==> src/sv/tbt_pkg.sv <==
package tbt_pkg;

    // Default sizing of the timer banks.
    localparam int TIMERS_DEF = 16;
    localparam int TIME_W_DEF = 32;

    // Field widths of the words on the two channels.
    localparam int KIND_W     = 2;
    localparam int INDEX_W    = 4;
    localparam int FIELD_T_W  = 32;
    localparam int STATUS_W   = 2;

    // A tick reports at most this many expiries.
    localparam int MAX_RESULTS = 32;

    // Item kinds.
    localparam logic [KIND_W-1:0] KIND_TICK   = 2'd0;
    localparam logic [KIND_W-1:0] KIND_CREATE = 2'd1;
    localparam logic [KIND_W-1:0] KIND_START  = 2'd2;

    // Result status codes.
    localparam logic [STATUS_W-1:0] STATUS_OK        = 2'd0;
    localparam logic [STATUS_W-1:0] STATUS_FULL      = 2'd1;
    localparam logic [STATUS_W-1:0] STATUS_UNCREATED = 2'd2;

    typedef struct packed {
        logic [KIND_W-1:0]    kind;
        logic                 direction;
        logic [INDEX_W-1:0]   timer_index;
        logic [FIELD_T_W-1:0] period;
        logic                 auto_reload;
        logic [FIELD_T_W-1:0] tick_delta;
    } in_word_t;

    typedef struct packed {
        logic                fired;
        logic                out_direction;
        logic [INDEX_W-1:0]  out_index;
        logic [STATUS_W-1:0] status;
        logic                last;
    } out_word_t;

    typedef enum logic [2:0] {
        S_IDLE,
        S_DISPATCH,
        S_START_WR,
        S_SCAN,
        S_EXEC,
        S_FINISH
    } state_t;

    // Commands from the controller to the datapath.
    typedef struct packed {
        logic capture;
        logic tick_init;
        logic create;
        logic start_err;
        logic start_rd;
        logic start_wr;
        logic scan_rd;
        logic exec;
        logic finish;
        logic bank;
    } cmd_t;

    // Status from the datapath to the controller.
    typedef struct packed {
        logic [KIND_W-1:0] kind;
        logic              start_ok;
        logic              out_free;
        logic              slot_live;
        logic              exec_stall;
    } stat_t;

    function automatic out_word_t make_out(input logic fired, input logic dir,
                                           input logic [INDEX_W-1:0] idx,
                                           input logic [STATUS_W-1:0] status,
                                           input logic last);
        out_word_t w;
        w.fired         = fired;
        w.out_direction = dir;
        w.out_index     = idx;
        w.status        = status;
        w.last          = last;
        return w;
    endfunction

endpackage

==> src/sv/tbt_ram.sv <==
module tbt_ram #(
    parameter int WIDTH = 32,
    parameter int DEPTH = 32,
    localparam int ADDR_W = $clog2(DEPTH)
) (
    input  logic              aclk,
    input  logic              wr_en,
    input  logic [ADDR_W-1:0] wr_addr,
    input  logic [WIDTH-1:0]  wr_data,
    input  logic              rd_en,
    input  logic [ADDR_W-1:0] rd_addr,
    output logic [WIDTH-1:0]  rd_data
);

    logic [WIDTH-1:0] mem [DEPTH];
    logic [WIDTH-1:0] rd_data_reg;

    always_ff @(posedge aclk) begin
        if (wr_en) begin
            mem[wr_addr] <= wr_data;
        end
        if (rd_en) begin
            rd_data_reg <= mem[rd_addr];
        end
    end

    assign rd_data = rd_data_reg;

endmodule

==> src/sv/tbt_ctrl.sv <==
module tbt_ctrl #(
    parameter int TIMERS = tbt_pkg::TIMERS_DEF,
    localparam int SLOT_W = (TIMERS > 1) ? $clog2(TIMERS) : 1
) (
    input  logic                aclk,
    input  logic                aresetn,
    input  logic                s_valid,
    output logic                s_ready,
    input  tbt_pkg::stat_t      stat,
    output tbt_pkg::cmd_t       cmd,
    output logic [SLOT_W-1:0]   slot
);

    import tbt_pkg::*;

    state_t            state_reg, state_next;
    logic              bank_reg, bank_next;
    logic [SLOT_W-1:0] slot_reg, slot_next;

    logic              last_slot;

    assign last_slot = (slot_reg == SLOT_W'(TIMERS - 1));
    assign slot      = slot_reg;

    always_ff @(posedge aclk) begin
        if (!aresetn) begin
            state_reg <= S_IDLE;
            bank_reg  <= 1'b0;
            slot_reg  <= '0;
        end else begin
            state_reg <= state_next;
            bank_reg  <= bank_next;
            slot_reg  <= slot_next;
        end
    end

    always_comb begin
        state_next = state_reg;
        bank_next  = bank_reg;
        slot_next  = slot_reg;
        s_ready    = 1'b0;
        cmd        = '0;
        cmd.bank   = bank_reg;

        case (state_reg)
            S_IDLE: begin
                s_ready     = 1'b1;
                cmd.capture = s_valid;
                if (s_valid) begin
                    state_next = S_DISPATCH;
                end
            end
            S_DISPATCH: begin
                case (stat.kind)
                    KIND_TICK: begin
                        cmd.tick_init = 1'b1;
                        bank_next     = 1'b0;
                        slot_next     = '0;
                        state_next    = S_SCAN;
                    end
                    KIND_CREATE: begin
                        if (stat.out_free) begin
                            cmd.create = 1'b1;
                            state_next = S_IDLE;
                        end
                    end
                    KIND_START: begin
                        if (!stat.start_ok) begin
                            if (stat.out_free) begin
                                cmd.start_err = 1'b1;
                                state_next    = S_IDLE;
                            end
                        end else begin
                            cmd.start_rd = 1'b1;
                            state_next   = S_START_WR;
                        end
                    end
                    default: begin
                        state_next = S_IDLE;
                    end
                endcase
            end
            S_START_WR: begin
                if (stat.out_free) begin
                    cmd.start_wr = 1'b1;
                    state_next   = S_IDLE;
                end
            end
            S_SCAN, S_EXEC: begin
                // Scan reads a live slot; exec, which can stall, updates it.
                if ((state_reg == S_SCAN && stat.slot_live) ||
                    (state_reg == S_EXEC && stat.exec_stall)) begin
                    cmd.scan_rd = (state_reg == S_SCAN);
                    state_next  = S_EXEC;
                end else begin
                    cmd.exec   = (state_reg == S_EXEC);
                    state_next = S_SCAN;
                    if (last_slot) begin
                        slot_next = '0;
                        if (bank_reg) begin
                            state_next = S_FINISH;
                        end else begin
                            bank_next = 1'b1;
                        end
                    end else begin
                        slot_next = slot_reg + SLOT_W'(1);
                    end
                end
            end
            S_FINISH: begin
                if (stat.out_free) begin
                    cmd.finish = 1'b1;
                    state_next = S_IDLE;
                end
            end
            default: begin
                state_next = S_IDLE;
            end
        endcase
    end

endmodule

==> src/sv/tbt_datapath.sv <==
module tbt_datapath #(
    parameter int TIMERS = tbt_pkg::TIMERS_DEF,
    parameter int TIME_W = tbt_pkg::TIME_W_DEF,
    localparam int SLOT_W = (TIMERS > 1) ? $clog2(TIMERS) : 1
) (
    input  logic                  aclk,
    input  logic                  aresetn,
    input  tbt_pkg::in_word_t     s_data,
    input  tbt_pkg::cmd_t         cmd,
    input  logic [SLOT_W-1:0]     slot,
    output tbt_pkg::stat_t        stat,
    output logic                  m_valid,
    input  logic                  m_ready,
    output tbt_pkg::out_word_t    m_data
);

    import tbt_pkg::*;

    localparam int USED_W = $clog2(TIMERS + 1);
    localparam int ADDR_W = SLOT_W + 1;
    localparam int DEPTH  = 2 ** ADDR_W;
    localparam int RCNT_W = $clog2(MAX_RESULTS + 1);

    in_word_t              item_reg;
    logic [USED_W-1:0]     used_reg [2];
    logic [TIMERS-1:0]     reload_reg [2];
    logic [TIMERS-1:0]     run_reg [2];
    logic                  pend_valid_reg;
    logic                  pend_bank_reg;
    logic [INDEX_W-1:0]    pend_index_reg;
    logic [RCNT_W-1:0]     res_cnt_reg;
    logic                  m_valid_reg;
    out_word_t             m_data_reg;

    logic                  dir;
    logic [TIME_W+FIELD_T_W-1:0] period_ext, delta_ext;
    logic [TIME_W-1:0]     period_in, delta_in;
    logic [SLOT_W+INDEX_W-1:0] start_ext, new_ext, scan_ext;
    logic [SLOT_W-1:0]     start_slot, new_slot;
    logic [USED_W-1:0]     used_dir;
    logic                  full;
    logic                  out_free;

    logic [ADDR_W-1:0]     rd_addr, cnt_wr_addr, per_wr_addr;
    logic                  rd_en, cnt_wr_en, per_wr_en;
    logic [TIME_W-1:0]     cnt_wr_data, cnt_rd, per_rd;

    logic [TIME_W:0]       up_sum;
    logic [TIME_W-1:0]     up_cnt, dn_cnt, adv_cnt, exec_cnt;
    logic                  hit, reload_now, record;

    logic                  out_load;
    out_word_t             out_word;

    assign dir        = item_reg.direction;
    assign period_ext = {{TIME_W{1'b0}}, item_reg.period};
    assign delta_ext  = {{TIME_W{1'b0}}, item_reg.tick_delta};
    assign period_in  = period_ext[TIME_W-1:0];
    assign delta_in   = delta_ext[TIME_W-1:0];

    assign used_dir   = used_reg[dir];
    assign full       = (used_dir == USED_W'(TIMERS));
    assign start_ext  = {{SLOT_W{1'b0}}, item_reg.timer_index};
    assign start_slot = start_ext[SLOT_W-1:0];
    assign new_slot   = used_dir[SLOT_W-1:0];
    assign new_ext    = {{INDEX_W{1'b0}}, new_slot};
    assign scan_ext   = {{INDEX_W{1'b0}}, slot};
    assign out_free   = !m_valid_reg || m_ready;

    // Count and period stores, both banks in one memory each.
    assign rd_en       = cmd.start_rd || cmd.scan_rd;
    assign rd_addr     = cmd.start_rd ? {dir, start_slot} : {cmd.bank, slot};
    assign cnt_wr_en   = cmd.start_wr || cmd.exec;
    assign cnt_wr_addr = cmd.start_wr ? {dir, start_slot} : {cmd.bank, slot};
    assign cnt_wr_data = cmd.start_wr ? (dir ? per_rd : '0) : exec_cnt;
    assign per_wr_en   = cmd.create && !full;
    assign per_wr_addr = {dir, new_slot};

    tbt_ram #(.WIDTH(TIME_W), .DEPTH(DEPTH)) u_cnt_ram (
        .aclk    (aclk),
        .wr_en   (cnt_wr_en),
        .wr_addr (cnt_wr_addr),
        .wr_data (cnt_wr_data),
        .rd_en   (rd_en),
        .rd_addr (rd_addr),
        .rd_data (cnt_rd)
    );

    tbt_ram #(.WIDTH(TIME_W), .DEPTH(DEPTH)) u_per_ram (
        .aclk    (aclk),
        .wr_en   (per_wr_en),
        .wr_addr (per_wr_addr),
        .wr_data (period_in),
        .rd_en   (rd_en),
        .rd_addr (rd_addr),
        .rd_data (per_rd)
    );

    // Advance one slot: saturating add or subtract, then expiry check.
    assign up_sum     = {1'b0, cnt_rd} + {1'b0, delta_in};
    assign up_cnt     = up_sum[TIME_W] ? '1 : up_sum[TIME_W-1:0];
    assign dn_cnt     = (cnt_rd > delta_in) ? (cnt_rd - delta_in) : '0;
    assign adv_cnt    = cmd.bank ? dn_cnt : up_cnt;
    assign hit        = cmd.bank ? (dn_cnt == '0) : (up_cnt >= per_rd);
    assign reload_now = reload_reg[cmd.bank][slot];
    assign record     = hit && (res_cnt_reg < RCNT_W'(MAX_RESULTS));

    always_comb begin
        if (!hit) begin
            exec_cnt = adv_cnt;
        end else if (reload_now) begin
            exec_cnt = cmd.bank ? per_rd : '0;
        end else begin
            exec_cnt = cmd.bank ? '0 : per_rd;
        end
    end

    always_comb begin
        stat.kind       = item_reg.kind;
        stat.start_ok   = ({{USED_W{1'b0}}, item_reg.timer_index} <
                           {{INDEX_W{1'b0}}, used_dir}) ? 1'b1 : 1'b0;
        stat.out_free   = out_free;
        stat.slot_live  = run_reg[cmd.bank][slot];
        stat.exec_stall = record && pend_valid_reg && !out_free;
    end

    // One expiry is held back so that the final one can carry last.
    always_comb begin
        out_load = 1'b0;
        out_word = '0;
        if (cmd.create) begin
            out_load = 1'b1;
            out_word = full ? make_out(1'b0, dir, '0, STATUS_FULL, 1'b1)
                            : make_out(1'b0, dir, new_ext[INDEX_W-1:0], STATUS_OK, 1'b1);
        end else if (cmd.start_err) begin
            out_load = 1'b1;
            out_word = make_out(1'b0, dir, item_reg.timer_index, STATUS_UNCREATED, 1'b1);
        end else if (cmd.start_wr) begin
            out_load = 1'b1;
            out_word = make_out(1'b0, dir, item_reg.timer_index, STATUS_OK, 1'b1);
        end else if (cmd.exec && record && pend_valid_reg) begin
            out_load = 1'b1;
            out_word = make_out(1'b1, pend_bank_reg, pend_index_reg, STATUS_OK, 1'b0);
        end else if (cmd.finish) begin
            out_load = 1'b1;
            out_word = pend_valid_reg
                     ? make_out(1'b1, pend_bank_reg, pend_index_reg, STATUS_OK, 1'b1)
                     : make_out(1'b0, 1'b0, '0, STATUS_OK, 1'b1);
        end
    end

    always_ff @(posedge aclk) begin
        if (!aresetn) begin
            used_reg[0]    <= '0;
            used_reg[1]    <= '0;
            reload_reg[0]  <= '0;
            reload_reg[1]  <= '0;
            run_reg[0]     <= '0;
            run_reg[1]     <= '0;
            pend_valid_reg <= 1'b0;
            res_cnt_reg    <= '0;
            m_valid_reg    <= 1'b0;
        end else begin
            if (cmd.create && !full) begin
                used_reg[dir]             <= used_dir + USED_W'(1);
                reload_reg[dir][new_slot] <= item_reg.auto_reload;
                run_reg[dir][new_slot]    <= 1'b0;
            end
            if (cmd.start_wr) begin
                run_reg[dir][start_slot] <= 1'b1;
            end
            if (cmd.exec && hit && !reload_now) begin
                run_reg[cmd.bank][slot] <= 1'b0;
            end
            if (cmd.tick_init) begin
                pend_valid_reg <= 1'b0;
                res_cnt_reg    <= '0;
            end else if (cmd.exec && record) begin
                pend_valid_reg <= 1'b1;
                res_cnt_reg    <= res_cnt_reg + RCNT_W'(1);
            end else if (cmd.finish) begin
                pend_valid_reg <= 1'b0;
            end
            if (out_load) begin
                m_valid_reg <= 1'b1;
            end else if (m_ready) begin
                m_valid_reg <= 1'b0;
            end
        end
    end

    always_ff @(posedge aclk) begin
        if (cmd.capture) begin
            item_reg <= s_data;
        end
        if (cmd.exec && record) begin
            pend_bank_reg  <= cmd.bank;
            pend_index_reg <= scan_ext[INDEX_W-1:0];
        end
        if (out_load) begin
            m_data_reg <= out_word;
        end
    end

    assign m_valid = m_valid_reg;
    assign m_data  = m_data_reg;

endmodule

==> src/sv/timer_bank_tick_unit.sv <==
// Sequence, N slots per bank: a create or failed start word is loaded into the output register
// from the dispatch state, a good start word from the start-write state after its memory read;
// the next word is taken once the unit is back in idle. A tick spends a setup step in dispatch,
// a scan step per stopped slot and scan and exec steps per running slot over all 2N slots, and
// a finish step for the final word; a word can also wait for m_ready before it is loaded.
// Reset (aresetn low, synchronous) empties both banks and stops every slot; memories keep data.
module timer_bank_tick_unit #(
    parameter int TIMERS_PER_BANK = tbt_pkg::TIMERS_DEF,
    parameter int TIME_WIDTH      = tbt_pkg::TIME_W_DEF
) (
    input  logic               aclk,
    input  logic               aresetn,
    input  logic               s_valid,
    output logic               s_ready,
    input  tbt_pkg::in_word_t  s_data,
    output logic               m_valid,
    input  logic               m_ready,
    output tbt_pkg::out_word_t m_data
);

    import tbt_pkg::*;

    localparam int SLOT_W = (TIMERS_PER_BANK > 1) ? $clog2(TIMERS_PER_BANK) : 1;

    // The controller sequences each item and walks the slot index during a tick;
    // the datapath holds the slot flags, the count and period memories and the
    // output register, and reports back what the controller needs to branch on.
    // Counts and periods need no clearing because a slot is always created and
    // started before its entries are read.
    cmd_t              cmd;
    stat_t             stat;
    logic [SLOT_W-1:0] slot;

    tbt_ctrl #(.TIMERS(TIMERS_PER_BANK)) u_ctrl (
        .aclk    (aclk),
        .aresetn (aresetn),
        .s_valid (s_valid),
        .s_ready (s_ready),
        .stat    (stat),
        .cmd     (cmd),
        .slot    (slot)
    );

    // Every result word passes through the output register, so the datapath keeps
    // working while the previous word waits for m_ready, until it must load another.
    tbt_datapath #(.TIMERS(TIMERS_PER_BANK), .TIME_W(TIME_WIDTH)) u_datapath (
        .aclk    (aclk),
        .aresetn (aresetn),
        .s_data  (s_data),
        .cmd     (cmd),
        .slot    (slot),
        .stat    (stat),
        .m_valid (m_valid),
        .m_ready (m_ready),
        .m_data  (m_data)
    );

endmodule
==> config.mk <==
export PLATFORM = sky130hd
export DESIGN_NAME = timer_bank_tick_unit
export DESIGN_NICKNAME = d
export VERILOG_FILES = /design/src/sv/tbt_pkg.sv /design/src/sv/tbt_ram.sv /design/src/sv/tbt_ctrl.sv /design/src/sv/tbt_datapath.sv /design/src/sv/timer_bank_tick_unit.sv
export SDC_FILE = /design/constraint.sdc
export NUM_CORES = 2
export LEC_CHECK = 0
export ABC_AREA = 1
export BUFFER_PORTS_ARGS = -buffer_cell sky130_fd_sc_hd__buf_2
export CAP_MARGIN = 10
export CORE_MARGIN = 5
export CORE_UTILIZATION = 25
export CTS_CLUSTER_DIAMETER = 200
export DETAILED_ROUTE_END_ITERATION = 16
export PLACE_DENSITY_LB_ADDON = 0.05
export SLEW_MARGIN = 20
export SYNTH_ARGS = -nofsm -noshare
export SYNTH_HDL_FRONTEND = slang
export SYNTH_SLANG_ARGS = --single-unit
==> constraint.sdc <==
create_clock -name aclk -period 13.47 [get_ports aclk]
set_input_delay 0.6735 -clock aclk [delete_from_list [all_inputs] [get_ports aclk]]
set_output_delay 0.6735 -clock aclk [all_outputs]
set_load 0.01 [all_outputs]
==> impl_metrics.csv <==
group,metric,value,unit
logic_synthesis,synth_cells,8156,
logic_synthesis,avgSynthCellArea,11.8,um^2
clock_tree,clkTransAtPathRegs,0.05,ns
placement,gp_congestion,0.819,
clock_tree,clockBufferDepth,4,
clock_tree,cts_tree,"done",
setup_path,crit_path_max_incr_delay,0.80,ns
logic_synthesis,synth_flop_cell,"edfxtp_1",
logic_synthesis,synth.top_cell.area_share,0.706,
drt,post_drt_wl_per_cell,28.2,um
global_route,antenna_found_initial,28,
global_route,grt_max_degree,151,
outcome,status,"finished, final reports clean",
die,die_area,399000,um^2
logic_synthesis,netlist_area,96600,um^2
global_route,grt_pass1_vias,65185,
finish,drive_above_1_share,0.0995,
logic_synthesis,synth_area_leaders,"edfxtp_1 71%, o21ai_0 7.4%, nor2_1 6.3%, o22ai_1 4.0%, nand2_1 2.7%",
logic_synthesis,async_flop_share,0,
setup_path,rrSetupSlack,5.56,ns
setup_path,r2r_end,"u_datapath.u_cnt_ram.mem[5][15]",
power_and_ir_drop,switching_power,5530,uW
finish,fillCellCount,39495,
logic_synthesis,synth-seq-cells,2290,
drt,wl,385000,um
logic_synthesis,syn_nets,8342,
setup_path,crit_cells,33,
job,maxCapViolations,0,
power_and_ir_drop,clkPwrFrac,0.392,
setup_path,cp_slowest_cell,"nor2_4",
drt,first_pass_iters,5,
finish,layout.nets,8441,
drt,vias,65828,
drt,drc,0,
sta,slew_headroom,0.221,
setup_path,arrival,8.42,ns
power_and_ir_drop,pwr-share-seq,0.453,
logic_synthesis,yosysSeqAreaShare,0.710,
placement,pre_cts_ws,5.48,ns
sta,skew,0.0622,ns
clock_tree,cts_resized,0,
die,io_pins,87,
drt,drt-initial-drc-count,5157,
die,start_util,0.251,
power_and_ir_drop,power_frac_comb,0.156,
logic_synthesis,ys_warn_count,0,
sta,grt_setup_unrepaired,"no",
power_and_ir_drop,p_leak,0.0376,uW
setup_path,cp-end-kind,"flip-flop",
placement,portBuffers,86,
setup_path,worstPathMaxFanout,29,
setup_path,critPathLaunch,"u_datapath.u_cnt_ram.rd_data[3]",
power_and_ir_drop,p_int,13300,uW
die,core-area,385000,um^2
die,rows,228,
setup_path,crit_path_start_kind,"flip-flop",
setup_path,r2r-start,"u_datapath.u_cnt_ram.rd_data[3]",
clock_tree,clock-sinks,2290,
setup_path,critical_path.top_delay_family,"simple AND/OR/NAND/NOR gates",
drt,via_per_inst,4.82,
clock_tree,clk_latency,0.91,ns
setup_path,crit_buf_inv,4,
setup_path,critPathKind,"flip-flop to flip-flop",
sta,post-route-worst-setup-slack,5.56,ns
min_path,hp-class,"primary input to flip-flop",
power_and_ir_drop,ir_worst_vdd,0.0810,mV
sta,finalCriticalPeriod,7.91,ns
sta,setup_viol,0,
sta,hold_viol_final,0,
sta,max_freq,126,MHz
setup_path,rr_worst_depth,33,
global_route,grt_first_pass_wirelength,535000,um
clock_tree,htree_levels,5,
sta,finalSetupTns,0,ns
logic_synthesis,synth_largest_area_cell,"edfxtp_1",
drt,antenna_left,0,
power_and_ir_drop,p_sw_frac,0.293,
clock_tree,cts_inserted_buffers,287,
logic_synthesis,synthDistinctLibCells,60,
power_and_ir_drop,cellPowerDensity,166,nW/um^2
global_route,track_usage,0.187,
sta,maxSlewViolCount,0,
die,die_h,632,um
clock_tree,clockRootBuffer,"clkbuf_16",
sta,tightest_slew,1.17,ns
setup_path,crit_end,"u_datapath.u_cnt_ram.mem[5][15]",
setup_path,cp_common_cell,"nand2_1",
logic_synthesis,synth-edff-count,2272,
placement,dp_hpwl,222000,um
finish,area_growth,17.3,%
setup_path,worstPathRequired,13.98,ns
logic_synthesis,synth.most_common_cell,"edfxtp_1",
global_route,grt-ovfl-total,0,
logic_synthesis,netlist_top_cells_count,"2272 x edfxtp_1, 1628 x nor2_1, 1419 x o21ai_0",
finish,top_regs,"u_datapath.u_cnt_ram.mem (1024), u_datapath.u_per_ram.mem (1024)",
sta,finalCritPeriodShare,0.587,
die,die_w,632,um
## how the worst min path moves through the flow
| stage | start | end | slack, ns | depth (start not counted) |
|---|---|---|---|---|
| finish | s_data[25] | u_datapath.delta_in[25] | 0.09 | 1 |
| global route | s_data[9] | u_datapath.delta_in[9] | 0.05 | 1 |
| CTS | s_data[9] | u_datapath.delta_in[9] | 0.01 | 1 |
| floorplan | u_ctrl.bank_reg | u_datapath.pend_bank_reg | 0.43 | 0 |
| global placement | u_datapath.res_cnt_reg[1] | u_datapath.res_cnt_reg[1] | 0.47 | 2 |
| detailed placement | u_datapath.pend_valid_reg | u_datapath.pend_valid_reg | 0.49 | 2 |
## power groups by stage
| stage | clock network (uW) | logic (uW) | registers (uW) |
|---|---|---|---|
| after floorplan | 0 | 1480 | 8680 |
| after global placement | 0 | 2980 | 8710 |
| after detailed placement | 0 | 3000 | 8700 |
| after CTS | 7630 | 3020 | 8550 |
| after global routing | 7920 | 3220 | 8550 |
| final | 7390 | 2940 | 8540 |
## timing repair
action	in CTS	in global routing
hold buffers	58	0
hold endpoints to repair	59	0
buffers inserted	0	0
## area by class of cell
cell class,count,area [um^2],area share
Sequential cell,2290,68600,0.605
Multi-Input combinational cell,4993,25300,0.224
Clock buffer,374,7670,0.0676
Tap cell,5175,6470,0.0571
Timing Repair Buffer,329,2800,0.0247
Inverter,354,1370,0.0121
Clock inverter,136,1100,0.00968
Antenna cell,5,12.5,0.000110
## metal layers
| metal | routed length, um | part of all wire | track usage | up-vias |
|---|---|---|---|---|
| met2 | 181000 | 0.47 | 0.307 | 1387 |
| met1 | 184000 | 0.48 | 0.268 | 34170 |
| li1 | - | - | - | 29869 |
| met4 | 6990 | 0.018 | 0.0346 | 0 |
| met3 | 13200 | 0.034 | 0.0189 | 402 |
| met5 | 0 | 0 | 0 | - |
## kinds of logic (layout without fill, tap and decap cells)
| group | Yosys count | after routing | synth area share |
|---|---|---|---|
| AOI/OAI and AO/OA | 2286 | 2286 | 0.131 |
| xor gates and xnor gates | 23 | 23 | 0.00208 |
| adders and majority gates | 110 | 110 | 0.0144 |
| buffers and inverters | 873 | 1193 | 0.0364 |
| DFF | 2290 | 2290 | 0.710 |
| other | 0 | 5 | 0 |
| and+or+nand+nor | 2574 | 2574 | 0.106 |
## layout by cell type (no fill, tap or decap), drive strengths merged, types with 12 or more instances in the layout
master | netlist | final
o21ai | 1431 | 1431
nor3 | 20 | 20
clkinv | 6 | 113
dfxtp | 18 | 18
dlygate4sd3 | 0 | 58
xor2 | 22 | 22
a21oi | 102 | 102
clkbuf | 466 | 374
nand2 | 737 | 737
a31oi | 15 | 15
buf | 52 | 271
edfxtp | 2272 | 2272
o22ai | 619 | 619
o211ai | 41 | 41
o221ai | 51 | 51
bufinv | 0 | 12
inv | 348 | 361
ha | 108 | 108
nand3 | 127 | 127
nand4 | 18 | 18
nor2 | 1648 | 1648
## metrics by stage
step	std cells	hold WS (ns)	power [uW]	util	area, um^2
finish	13656	0.0927	18900	0.294	113000
CTS	13646	0.0101	19200	0.294	113000
floorplan	8156	0.431	10200	-	96600
detailed placement	13078	0.492	11700	0.270	104000
global placement	13067	0.473	11700	0.269	104000
global route	13652	0.0509	19700	0.294	113000
Power figures use the tool's default switching activity.
